## src/rtl/spd_pkg.sv

```systemverilog
package spd_pkg;

  localparam int IMAGE_WIDTH  = 320;
  localparam int IMAGE_HEIGHT = 240;
  localparam int SERVO_CENTER = 1500;

  localparam int HALF_WIDTH = IMAGE_WIDTH / 2;
  localparam int ERR_STEP   = IMAGE_WIDTH / 10;
  localparam int ROW_LIMIT  = IMAGE_HEIGHT / 2;

  localparam int CLAMP_SLOW      = 300;
  localparam int CLAMP_NORMAL    = 450;
  localparam int SIGMA_LIMIT     = 100;
  localparam int SHIFT_MAX       = 10;
  localparam int SHIFT_MID       = 5;
  localparam int MIN_EDGE_POINTS = 10;

  localparam int CFG_NUM = 6;
  localparam int CFG_AW  = 3;
  localparam int CFG_DW  = 16;

  localparam logic [CFG_AW-1:0] REG_P_BASE_NORMAL  = 3'd0;
  localparam logic [CFG_AW-1:0] REG_P_SLOPE_NORMAL = 3'd1;
  localparam logic [CFG_AW-1:0] REG_D_GAIN_NORMAL  = 3'd2;
  localparam logic [CFG_AW-1:0] REG_P_BASE_SLOW    = 3'd3;
  localparam logic [CFG_AW-1:0] REG_P_SLOPE_SLOW   = 3'd4;
  localparam logic [CFG_AW-1:0] REG_D_GAIN_SLOW    = 3'd5;

  localparam logic [1:0] SPEED_LOW  = 2'd0;
  localparam logic [1:0] SPEED_HIGH = 2'd1;
  localparam logic [1:0] SPEED_SLOW = 2'd2;

  localparam int ERR_W  = 11;
  localparam int DERR_W = 8;
  localparam int MA_W   = 28;
  localparam int ACC_W  = 40;
  localparam int Q_FRAC = 12;

  typedef struct packed {
    logic                     en;
    logic signed [MA_W-1:0]   a;
    logic signed [ERR_W-1:0]  b;
    logic signed [ACC_W-1:0]  c;
  } mac_op_t;

  typedef struct packed {
    logic               upd;
    logic               accel;
    logic               slow;
    logic [9:0]         points;
    logic [9:0]         row;
    logic signed [15:0] sigma;
  } shift_req_t;

endpackage

```

## src/rtl/spd_mac.sv

```systemverilog
module spd_mac (
  input  logic                              clk,
  input  spd_pkg::mac_op_t                  op,
  output logic signed [spd_pkg::ACC_W-1:0]  acc
);

  logic signed [spd_pkg::ACC_W-1:0] acc_r;
  logic signed [spd_pkg::ACC_W-1:0] acc_nxt;
  logic signed [spd_pkg::MA_W+spd_pkg::ERR_W-1:0] prod;

  always_comb begin
    prod    = op.a * op.b;
    acc_nxt = op.c + spd_pkg::ACC_W'(prod);
  end

  always_ff @(posedge clk) begin
    if (op.en) begin
      acc_r <= acc_nxt;
    end
  end

  assign acc = acc_r;

endmodule

```

## src/rtl/spd_shift.sv

```systemverilog
module spd_shift (
  input  logic                clk,
  input  logic                rst_n,
  input  spd_pkg::shift_req_t req,
  output logic [1:0]          speed,
  output logic [1:0]          speed_next
);

  logic [3:0] count_r, count_nxt;
  logic [1:0] speed_r, speed_nxt;
  logic       calm;

  always_comb begin
    calm      = (req.sigma < 16'(spd_pkg::SIGMA_LIMIT)) &&
                (req.sigma > -16'(spd_pkg::SIGMA_LIMIT));
    count_nxt = count_r;
    speed_nxt = speed_r;
    if (req.upd) begin
      if (req.slow) begin
        count_nxt = '0;
        speed_nxt = spd_pkg::SPEED_SLOW;
      end else if (!req.accel) begin
        count_nxt = '0;
        speed_nxt = spd_pkg::SPEED_LOW;
      end else if ((req.points < 10'(spd_pkg::MIN_EDGE_POINTS)) ||
                   (req.row > 10'(spd_pkg::ROW_LIMIT))) begin
        count_nxt = '0;
        speed_nxt = spd_pkg::SPEED_LOW;
      end else begin
        if (calm) begin
          if (count_r < 4'(spd_pkg::SHIFT_MAX)) begin
            count_nxt = count_r + 4'd1;
          end
        end else begin
          if (count_r != 4'd0) begin
            count_nxt = count_r - 4'd1;
          end
        end
        speed_nxt = (count_nxt > 4'(spd_pkg::SHIFT_MID)) ? spd_pkg::SPEED_HIGH
                                                          : spd_pkg::SPEED_LOW;
      end
    end
  end

  always_ff @(posedge clk) begin
    if (!rst_n) begin
      count_r <= '0;
      speed_r <= spd_pkg::SPEED_LOW;
    end else begin
      count_r <= count_nxt;
      speed_r <= speed_nxt;
    end
  end

  assign speed      = speed_r;
  assign speed_next = speed_nxt;

  a_count_range: assert property (@(posedge clk) disable iff (!rst_n)
    count_r <= 4'(spd_pkg::SHIFT_MAX))
    else $error("shift count out of range");

  a_high_needs_count: assert property (@(posedge clk) disable iff (!rst_n)
    (speed_r == spd_pkg::SPEED_HIGH) |-> (count_r > 4'(spd_pkg::SHIFT_MID)))
    else $error("high speed without enough count");

  a_slow_clears: assert property (@(posedge clk) disable iff (!rst_n)
    (req.upd && req.slow) |=> (speed_r == spd_pkg::SPEED_SLOW) && (count_r == 4'd0))
    else $error("slow-down request not taken");

endmodule

```

## src/rtl/steering_pd_with_speed_shift.sv

```systemverilog
// An accepted item steps through LIMIT, GAIN, PROP, DERIV, MAG and FIN, where it
// waits for a free output register; no new item is taken before then. The shared
// multiply-accumulate unit is used three times per item under the sequencer.
// A finished result waits in the output register while the next item is taken.
// Reset (synchronous, active low) clears the gain registers, the prior error,
// the shift counter and the stored speed choice (low speed).
module steering_pd_with_speed_shift (
  input  logic                        clk,
  input  logic                        rst_n,
  input  logic                        cfg_we,
  input  logic [spd_pkg::CFG_AW-1:0]  cfg_index,
  input  logic [spd_pkg::CFG_DW-1:0]  cfg_wdata,
  input  logic                        in_tvalid,
  output logic                        in_tready,
  // center_column[9:0], accel_enable[10], slow_down[11], edge_points[21:12],
  // last_edge_row[31:22], sigma_center[47:32]
  input  logic [47:0]                 in_tdata,
  output logic                        out_tvalid,
  input  logic                        out_tready,
  // servo_pwm[15:0], speed_code[17:16], steer_error[27:18], zero[31:28]
  output logic [31:0]                 out_tdata
);

  localparam logic [2:0] S_IDLE  = 3'd0;
  localparam logic [2:0] S_LIMIT = 3'd1;
  localparam logic [2:0] S_GAIN  = 3'd2;
  localparam logic [2:0] S_PROP  = 3'd3;
  localparam logic [2:0] S_DERIV = 3'd4;
  localparam logic [2:0] S_MAG   = 3'd5;
  localparam logic [2:0] S_FIN   = 3'd6;

  localparam int Q_SH = spd_pkg::Q_FRAC;

  logic [2:0] state_r, state_nxt;
  logic [spd_pkg::CFG_DW-1:0] cfg_r [spd_pkg::CFG_NUM];

  logic [9:0]         cc_r;
  logic               accel_r, slow_r;
  logic [9:0]         points_r, row_r;
  logic signed [15:0] sigma_r;

  logic signed [spd_pkg::ERR_W-1:0]  prior_r, err_r;
  logic signed [spd_pkg::DERR_W-1:0] derr_r;
  logic [9:0]                        abs_r;
  logic                              slow_mode_r;
  logic [spd_pkg::ACC_W-Q_SH-1:0]    mag_r;
  logic                              neg_r;

  logic        out_valid_r;
  logic [31:0] out_data_r;

  logic signed [spd_pkg::ERR_W-1:0]  raw, err_lim, dfull;
  logic signed [spd_pkg::ERR_W:0]    diff;
  logic signed [spd_pkg::ACC_W-1:0]  acc, acc_abs;
  logic [8:0]                        lim, mag_c;
  logic signed [9:0]                 corr;
  logic [15:0]                       pwm;
  logic signed [9:0]                 err_sat;
  logic [15:0]                       base, slope, dgain;
  logic                              load_out, accept;
  logic [1:0]                        speed, speed_new;
  spd_pkg::mac_op_t                  mop;
  spd_pkg::shift_req_t               sreq;

  assign accept    = in_tvalid && in_tready;
  assign in_tready = (state_r == S_IDLE);
  assign load_out  = (state_r == S_FIN) && (!out_valid_r || out_tready);

  always_ff @(posedge clk) begin
    if (!rst_n) begin
      for (int i = 0; i < spd_pkg::CFG_NUM; i++) begin
        cfg_r[i] <= '0;
      end
    end else if (cfg_we && (cfg_index < spd_pkg::CFG_AW'(spd_pkg::CFG_NUM))) begin
      cfg_r[cfg_index] <= cfg_wdata;
    end
  end

  always_comb begin
    base  = slow_mode_r ? cfg_r[spd_pkg::REG_P_BASE_SLOW]  : cfg_r[spd_pkg::REG_P_BASE_NORMAL];
    slope = slow_mode_r ? cfg_r[spd_pkg::REG_P_SLOPE_SLOW] : cfg_r[spd_pkg::REG_P_SLOPE_NORMAL];
    dgain = slow_mode_r ? cfg_r[spd_pkg::REG_D_GAIN_SLOW]  : cfg_r[spd_pkg::REG_D_GAIN_NORMAL];
  end

  always_comb begin
    raw  = $signed({1'b0, cc_r}) - spd_pkg::ERR_W'(spd_pkg::HALF_WIDTH);
    diff = {raw[spd_pkg::ERR_W-1], raw} - {prior_r[spd_pkg::ERR_W-1], prior_r};
    if ((diff > $signed((spd_pkg::ERR_W+1)'(spd_pkg::ERR_STEP))) ||
        (diff < -$signed((spd_pkg::ERR_W+1)'(spd_pkg::ERR_STEP)))) begin
      err_lim = (raw > prior_r) ? prior_r + spd_pkg::ERR_W'(spd_pkg::ERR_STEP)
                                : prior_r - spd_pkg::ERR_W'(spd_pkg::ERR_STEP);
    end else begin
      err_lim = raw;
    end
    dfull = err_lim - prior_r;
  end

  always_comb begin
    mop.en = 1'b0;
    mop.a  = '0;
    mop.b  = '0;
    mop.c  = '0;
    unique case (state_r)
      S_GAIN: begin
        mop.en = 1'b1;
        mop.a  = $signed({{(spd_pkg::MA_W-16){1'b0}}, slope});
        mop.b  = $signed({1'b0, abs_r});
        mop.c  = $signed({{(spd_pkg::ACC_W-16){1'b0}}, base});
      end
      S_PROP: begin
        mop.en = 1'b1;
        mop.a  = acc[spd_pkg::MA_W-1:0];
        mop.b  = err_r;
      end
      S_DERIV: begin
        mop.en = 1'b1;
        mop.a  = $signed({{(spd_pkg::MA_W-16){1'b0}}, dgain});
        mop.b  = {{(spd_pkg::ERR_W-spd_pkg::DERR_W){derr_r[spd_pkg::DERR_W-1]}}, derr_r};
        mop.c  = acc;
      end
      default: begin
        mop.en = 1'b0;
      end
    endcase
  end

  spd_mac u_mac (
    .clk (clk),
    .op  (mop),
    .acc (acc)
  );

  always_comb begin
    acc_abs = acc[spd_pkg::ACC_W-1] ? -acc : acc;
    lim     = slow_mode_r ? 9'(spd_pkg::CLAMP_SLOW) : 9'(spd_pkg::CLAMP_NORMAL);
    mag_c   = (mag_r > (spd_pkg::ACC_W-Q_SH)'(lim)) ? lim : mag_r[8:0];
    corr    = neg_r ? -$signed({1'b0, mag_c}) : $signed({1'b0, mag_c});
    pwm     = 16'(spd_pkg::SERVO_CENTER) - {{6{corr[9]}}, corr};
    if (err_r > 11'sd511) begin
      err_sat = 10'sd511;
    end else if (err_r < -11'sd512) begin
      err_sat = -10'sd512;
    end else begin
      err_sat = err_r[9:0];
    end
  end

  always_comb begin
    sreq.upd    = load_out;
    sreq.accel  = accel_r;
    sreq.slow   = slow_r;
    sreq.points = points_r;
    sreq.row    = row_r;
    sreq.sigma  = sigma_r;
  end

  spd_shift u_shift (
    .clk        (clk),
    .rst_n      (rst_n),
    .req        (sreq),
    .speed      (speed),
    .speed_next (speed_new)
  );

  always_comb begin
    state_nxt = state_r;
    unique case (state_r)
      S_IDLE:  if (accept) state_nxt = S_LIMIT;
      S_LIMIT: state_nxt = S_GAIN;
      S_GAIN:  state_nxt = S_PROP;
      S_PROP:  state_nxt = S_DERIV;
      S_DERIV: state_nxt = S_MAG;
      S_MAG:   state_nxt = S_FIN;
      S_FIN:   if (load_out) state_nxt = S_IDLE;
      default: state_nxt = S_IDLE;
    endcase
  end

  always_ff @(posedge clk) begin
    if (!rst_n) begin
      state_r     <= S_IDLE;
      prior_r     <= '0;
      out_valid_r <= 1'b0;
    end else begin
      state_r <= state_nxt;
      if (state_r == S_LIMIT) begin
        prior_r <= err_lim;
      end
      if (load_out) begin
        out_valid_r <= 1'b1;
      end else if (out_tready) begin
        out_valid_r <= 1'b0;
      end
    end
  end

  always_ff @(posedge clk) begin
    if (accept) begin
      cc_r     <= in_tdata[9:0];
      accel_r  <= in_tdata[10];
      slow_r   <= in_tdata[11];
      points_r <= in_tdata[21:12];
      row_r    <= in_tdata[31:22];
      sigma_r  <= $signed(in_tdata[47:32]);
    end
    if (state_r == S_LIMIT) begin
      err_r       <= err_lim;
      derr_r      <= dfull[spd_pkg::DERR_W-1:0];
      abs_r       <= err_lim[spd_pkg::ERR_W-1] ? 10'(-err_lim) : err_lim[9:0];
      slow_mode_r <= (speed == spd_pkg::SPEED_SLOW);
    end
    if (state_r == S_MAG) begin
      mag_r <= acc_abs[spd_pkg::ACC_W-1:Q_SH];
      neg_r <= acc[spd_pkg::ACC_W-1];
    end
    if (load_out) begin
      out_data_r <= {4'd0, err_sat, speed_new, pwm};
    end
  end

  assign out_tvalid = out_valid_r;
  assign out_tdata  = out_data_r;

endmodule

```

## config.mk

```make
export PLATFORM = sky130hd
export DESIGN_NAME = steering_pd_with_speed_shift
export DESIGN_NICKNAME = d
export VERILOG_FILES = /design/src/rtl/spd_pkg.sv /design/src/rtl/spd_mac.sv /design/src/rtl/spd_shift.sv /design/src/rtl/steering_pd_with_speed_shift.sv
export SDC_FILE = /design/constraint.sdc
export NUM_CORES = 1
export LEC_CHECK = 0
export CORE_MARGIN = 1
export CORE_UTILIZATION = 60
export DETAILED_ROUTE_END_ITERATION = 10
export DONT_BUFFER_PORTS = 1
export GPL_ROUTABILITY_DRIVEN = 0
export MAX_ROUTING_LAYER = met4
export PLACE_DENSITY = 0.76
export SYNTH_ARGS = -nofsm -noshare
export SYNTH_HDL_FRONTEND = slang
export SYNTH_SLANG_ARGS = --single-unit
```

## constraint.sdc

```tcl
create_clock -name clk -period 18.6 [get_ports clk]
set_input_delay 3.72 -clock clk [delete_from_list [all_inputs] [get_ports clk]]
set_output_delay 3.72 -clock clk [all_outputs]
set_load 0.005 [all_outputs]
```

### After elaboration in Yosys (flattened, before gate mapping)

Memories as Yosys holds them, arrays and structs flattened.
Index checks and enable logic that the tools add are counted.

| storage, ports and cells | value |
|---|---|
| bits in registers | 196 |
| RAM bits | 96 |
| output and inout bits | 34 |
| memories | 1 |

| cells by class | value |
|---|---|
| $add $sub $neg | 12 |
| multiply operators | 1 |
| magnitude comparators | 13 |
| equality and inequality tests | 9 |
| muxes and demuxes | 41 |
| reduce and logical (&&, ||, !) cells | 14 |

Memory list:

| name | depth | width | read ports | clocked after memory_dff | write ports | line | source |
|---|---|---|---|---|---|---|---|
| cfg_r | 6 | 16 | 6 | 0 | 6 | steering_pd_with_speed_shift.sv:35 | `logic [spd_pkg::CFG_DW-1:0] cfg_r [spd_pkg::CFG_NUM];` |

Operators with widths:

| operator | number |
|---|---|
| $pmux 39 s3 | 1 |
| $pmux 40 s2 | 1 |
| $mux 16 | 4 |
| $add 40x39->40 | 1 |
| $mux 4 | 10 |
| $neg 40->40 | 1 |
| $mul 28x11->39 | 1 |
| $mux 39 | 1 |
| $mux 10 | 3 |
| $gt 28x9->1 | 1 |
| $mux 11 | 2 |
| $pmux 3 s7 | 1 |
| $gt 16x8->1 const B | 1 |
| $lt 16x8->1 const B | 1 |
| $reduce_or 16->1 | 1 |
| $sub 12x10->13 const A | 1 |
| $gt 12x7->1 const B | 1 |
| $lt 12x6->1 const B | 1 |
| $sub 11x11->12 | 1 |
| $add 11x7->11 const B | 1 |
| $gt 11x10->1 const B | 1 |
| $gt 11x11->1 | 1 |
| $lt 11x10->1 const B | 1 |
| $sub 10x8->11 const B | 1 |
| other kinds (30) | 51 |

### Depth between registers and ports, before layout

| logic depth | value |
|---|---|
| word-level depth | 13 |
| depth in mapped cells | 30 |

### Hierarchy

From an unflattened synthesis, not the netlist that was laid out.

| second synthesis, totals | value |
|---|---|
| cell total of the unflattened synthesis | 2,669 |
| area, all modules | 26,434.1 µm² |

Modules (own cells, without submodules):

| module | times used | cells each | area an instance (µm²) | seq. area each (µm²) |
|---|---|---|---|---|
| spd_mac | 1 | 1,480 | 13,407.9 | 1,201.2 |
| steering_pd_with_speed_shift | 1 | 1,114 | 12,421.9 | 7,056.8 |
| spd_shift | 1 | 75 | 604.3 | 120.1 |

### Worst setup path before layout

Ideal clock, no wire load.

| path | value |
|---|---|
| path kind | reg-to-reg |
| from | register state_r[1] |
| to | register u_mac.acc_r (netlist bit u_mac.acc[36]) (data pin) |
| library setup time | 0.258 ns |
| arrival time | 7.428 ns |
| path slack | 10.915 ns |
| cell stages (with the launch flop) | 29 |
| path buffers | 5 |
| clock period less this slack | 7.685 ns |
| path through | dfxtp_1 > clkbuf_1 > nor2b_1 > clkbuf_1 > and2_1 > clkbuf_1 > clkbuf_1 > nand2_1 > o21ai_1 > clkbuf_1 > nand2_1 > fa_1 > fa_1 > inv_1 > fa_1 > fa_1 > inv_1 > fa_1 > inv_1 > ha_1 > a211oi_1 > nor2_1 > a2111oi_0 > o2111ai_1 > o31a_1 > a2111oi_0 > o21bai_1 > a21oi_1 > xnor2_1 |

| on the way | value |
|---|---|
| word-level cells in the longest chain between the ends | 4 |

Ends and longest elaborated chain:

| element | line | source |
|---|---|---|
| start, declared | steering_pd_with_speed_shift.sv:34 | `logic [2:0] state_r, state_nxt;` |
| start signal, assigned | steering_pd_with_speed_shift.sv:185 | `state_r <= state_nxt;` |
| $eq 3x3->1 or $eq 3x2->1 (tied branches) | steering_pd_with_speed_shift.sv:103 | `unique case (state_r)` |
| $pmux 39 s3 | steering_pd_with_speed_shift.sv:103 |  |
| $mul 28x11->39 | spd_mac.sv:12 | `prod = op.a * op.b;` |
| $add 40x39->40 * | spd_mac.sv:13 | `acc_nxt = op.c + spd_pkg::ACC_W'(prod);` |
| named net u_mac.acc_nxt, one bit | spd_mac.sv:8 | `logic signed [spd_pkg::ACC_W-1:0] acc_nxt;` |
| end signal, assigned | spd_mac.sv:18 | `acc_r <= acc_nxt;` |
| end, declared | spd_mac.sv:7 | `logic signed [spd_pkg::ACC_W-1:0] acc_r;` |

Mark *: on every way through the listed nets, which the timed path passes. The rest lies on a longest branch.
A chain may end at the register's enable or synchronous reset.

### Worst setup path in the final report

Ends and elaborated chain as after synthesis.

==> metrics.md <==
| Metric | Value |
|---|---|
| Root Buffer | clkbuf_16 |
| Share of cells above drive strength 1 | 4.63% |
| Critical Path AT | 9.81 ns |
| Post-synthesis cell type count | 77 |
| Hold Vio Cnt, Final | 0 |
| Clock power share | 32.1% |
| Crit path kind | reg -> reg |
| Post-layout min period | 9.46 ns |
| P_leak | 0.0119 uW |
| Grt ovf | 0 |
| Placed instance count | 3007 |
| Buf/Inv on CP | 5 |
| # diodes | 0 |
| Startpoint Class | flop |
| Final HPWL DP | 42900 um |
| Post-synth EDFFs | 264 |
| Switching pwr | 597 uW |
| Drt drc | 0 |
| Worst R2R End | u_mac.acc[36] |
| Setup Skew | 0.0399 ns |
| Outcome | completed |
| Cell mode on critical path | fa_1 |
| Top cells by count, synth | inv_1 (435), nand2_1 (347), fa_1 (317) |
| Hold wc startpoint | prior_r[10] |
| Slew HR | 18.3% |
| Synth area leader | edfxtp_1 |
| DR pass1 iterations | 6 |
| Hold Crit Endpoint | prior_r[10] |
| Worst r2r path cells | 24 |
| Num CTS Buffers | 31 |
| Ys flop type | edfxtp_1 |
| Number of hold-repair buffers added at the cts stage | 0 |
| Final net count | 3019 |
| Core Area | 42000 um2 |
| Chip Width | 209 um |
| CTS HTree Levels | 1 |
| Clk_lat worst skew | 0.61 ns |
| GRT Util Overall | 28.0% |
| Synth Area per Inst | 10.1 um2 |
| Detail-routed via count per cell | 5.80 |
| Met2 Use GR | 46.2% |
| Reg2reg start | state_r[1] |
| Initial DRC Count | 1443 |
| Final instance count without filler cells | 3065 |
| Mapped Cells | 2546 |
| Clock Path Buffers | 3 |
| Comb power frac | 25.1% |
| Total wire length | 56900 um |
| Synthesized area | 25600 um2 |
| Initial core utilization | 60.9% |
| Resize count post-CTS | 0 |
| Count leader, synth | inv_1 |
| I/O Buffers | 0 |
| Setup Buffers After CTS | 0 |
| Hold path cells | 2 |
| Final Setup Violations | 0 |
| Crit path max-delay cell type | clkinv_1 |
| CTS Sinks | 285 |
| Internal cell power | 1310 uW |
| Die height | 209 um |
| Fmax | 0.106 GHz |
| Met1 Resource Use GR | 35.4% |
| Top cell type's share of synthesized area | 30.9% |
| Delay-heaviest family, CP | compound AO/OA/AOI/OAI gates |
| Post-route setup TNS | 0 ns |
| CP max FO | 38 |
| Sw frac | 31.3% |
| Top cells by area, synth | edfxtp_1 (31%), fa_1 (25%), inv_1 (6.4%) |
| Number of max-cap violations | 0 |
| Ys Warns | 0 |
| Area grow syn2layout | 6.01% |
| Initial antenna violation count | 0 |
| Crit share post-route | 50.8% |
| CP endpoint kind | flop |
| Post-route ant nets | 0 |
| CTS tree | yes |
| RSZ-0062 raised after global routing | false |
| Vias in the first global route | 18671 |
| Reg2reg setup slack | 9.14 ns |
| Ports | 106 |
| Required @ worst endpoint | 18.96 ns |
| Min-delay worst type | reg -> reg |
| Grt met3 use | 4.94% |
| Maximum vdd drop | 98.2 uV |
| Clk pin slew, worst setup/hold paths | 0.07 ns |
| Rows | 75 |
| Crit-path cells | nor2b_2 -> buf_4 -> and2_1 -> buf_4 -> a22o_1 -> clkinv_1 -> nor2_1 -> fa_1 -> fa_1 -> fa_1 -> fa_1 -> inv_1 -> fa_1 -> inv_1 -> ha_1 -> o21ai_0 -> nor2_1 -> a2111oi_0 -> o2111ai_1 -> o31a_1 -> a2111oi_0 -> o21bai_1 -> a21oi_1 -> xnor2_1 |
| Actual slew at the worst max-slew pin | 1.23 ns |
| Die ar. | 43500 um2 |
| Power Density | 70.4 nW/um2 |
| Share of synthesized registers carrying an async set or reset | 0% |
| Vias post-DR | 17780 |
| CP peak stage delay | 0.83 ns |
| Routed length per placed instance | 18.6 um |
| Yosys reg bits | 285 |
| Slew Viols, Final | 0 |
| Sequential power share | 42.8% |
| First-pass GRT wire length | 93300 um |
| Largest net degree at the start of global routing | 56 |
| Top Usage Layer GRT | met2 |
| Seq/Total Area, Yosys | 32.6% |
registers in the layout (all words and copies together), names as in the netlist:
signal and flops:
mag_r 28, slow_mode_r 1, derr_r 8, cc_r 10, prior_r 11, out_tdata 23, row_r 10, u_shift.count_r 4
slow_r 1, sigma_r 16, out_tvalid 1, u_mac.acc 40, u_shift.speed 2, accel_r 1, cfg_r 96, neg_r 1
state_r 3, err_r 11, abs_r 9, points_r 9
worst register-to-register path, stage by stage, from the launching register on:
cell	delay (ns)
dfxtp_1	0.50
nor2b_2	0.20
buf_4	0.30
and2_1	0.18
buf_4	0.44
a22o_1	0.38
clkinv_1	0.83
nor2_1	0.46
fa_1	0.48
fa_1	0.52
fa_1	0.52
fa_1	0.54
inv_1	0.05
fa_1	0.53
inv_1	0.04
ha_1	0.37
o21ai_0	0.26
nor2_1	0.09
a2111oi_0	0.66
o2111ai_1	0.30
o31a_1	0.38
a2111oi_0	0.67
o21bai_1	0.20
a21oi_1	0.25
xnor2_1	0.09
logic make-up (layout without fill, tap and decap cells):
family	count (synthesis)	count (layout)	synth area share [%]
and+or+nand+nor	776	776	13.6
adders and majority gates	451	451	31.3
buffers and inverters	553	525	8.24
DFF	285	285	32.6
other	1	9	0.0146
muxes	76	76	2.97
AOI/OAI and AO/OA	293	293	7.47
xor gates and xnor gates	111	111	3.80
cells in the final DEF, fill, tap and decap left out, drive strengths merged, types with 29 or more instances in the layout:
master | synthesis | layout
mux2i | 75 | 75
nor2b | 53 | 53
edfxtp | 264 | 264
o21ai | 68 | 68
a21o | 32 | 32
inv | 435 | 440
xor2 | 29 | 29
ha | 129 | 129
nand3 | 30 | 30
nand2 | 347 | 347
fa | 317 | 317
buf | 23 | 31
a21oi | 75 | 75
xnor2 | 82 | 82
and2 | 30 | 30
clkbuf | 94 | 35
nor2 | 200 | 200
power by group through the flow:
stage / Sequential (uW) / Clock (uW) / Combinational (uW)
6_report: 817 / 614 / 480
3_3_place_gp: 828 / 0 / 460
5_1_grt: 823 / 645 / 536
4_1_cts: 817 / 620 / 477
2_1_floorplan: 813 / 0 / 370
3_5_place_dp: 830 / 0 / 475
per-stage QoR:
stage,util (%),total power (uW),hold slack [ns],instance area [um2],setup slack (ns)
3_3_place_gp,62.2,1290,0.488,26100,9.57
6_report,64.6,1910,0.505,27200,9.14
2_1_floorplan,-,1180,0.424,25600,10.91
3_5_place_dp,62.2,1310,0.501,26100,9.29
4_1_cts,64.6,1910,0.510,27200,9.30
5_1_grt,64.6,2000,0.545,27200,8.69
layer usage:
metal	part of all wire [%]	wire [um]	vias up
met4	2.5	1450	0
li1	-	-	8119
met2	48	27500	784
met1	40	22800	8738
met5	0	0	-
met3	9.1	5170	139
layout make-up:
cell class                      count  area (um2)
Clock inverter                     23         225
Timing Repair Buffer               31         233
Inverter                          436        1640
Sequential cell                   285        8350
Clock buffer                       35         791
Tap cell                          539         674
Fill cell                        3270       14900
Multi-Input combinational cell   1716       15200
worst max-delay path by stage:
| stage | cells past startpoint | startpoint | slack (ns) | end |
|---|---|---|---|---|
| 2_1_floorplan | 28 | state_r[1] | 10.91 | u_mac.acc[36] |
| 3_3_place_gp | 24 | state_r[1] | 9.57 | u_mac.acc[36] |
| 3_5_place_dp | 24 | state_r[1] | 9.29 | u_mac.acc[36] |
| 4_1_cts | 24 | state_r[1] | 9.30 | u_mac.acc[36] |
| 5_1_grt | 24 | state_r[1] | 8.69 | u_mac.acc[36] |
| 6_report | 24 | state_r[1] | 9.14 | u_mac.acc[36] |
No activity file was read; power rests on OpenSTA's default activity.
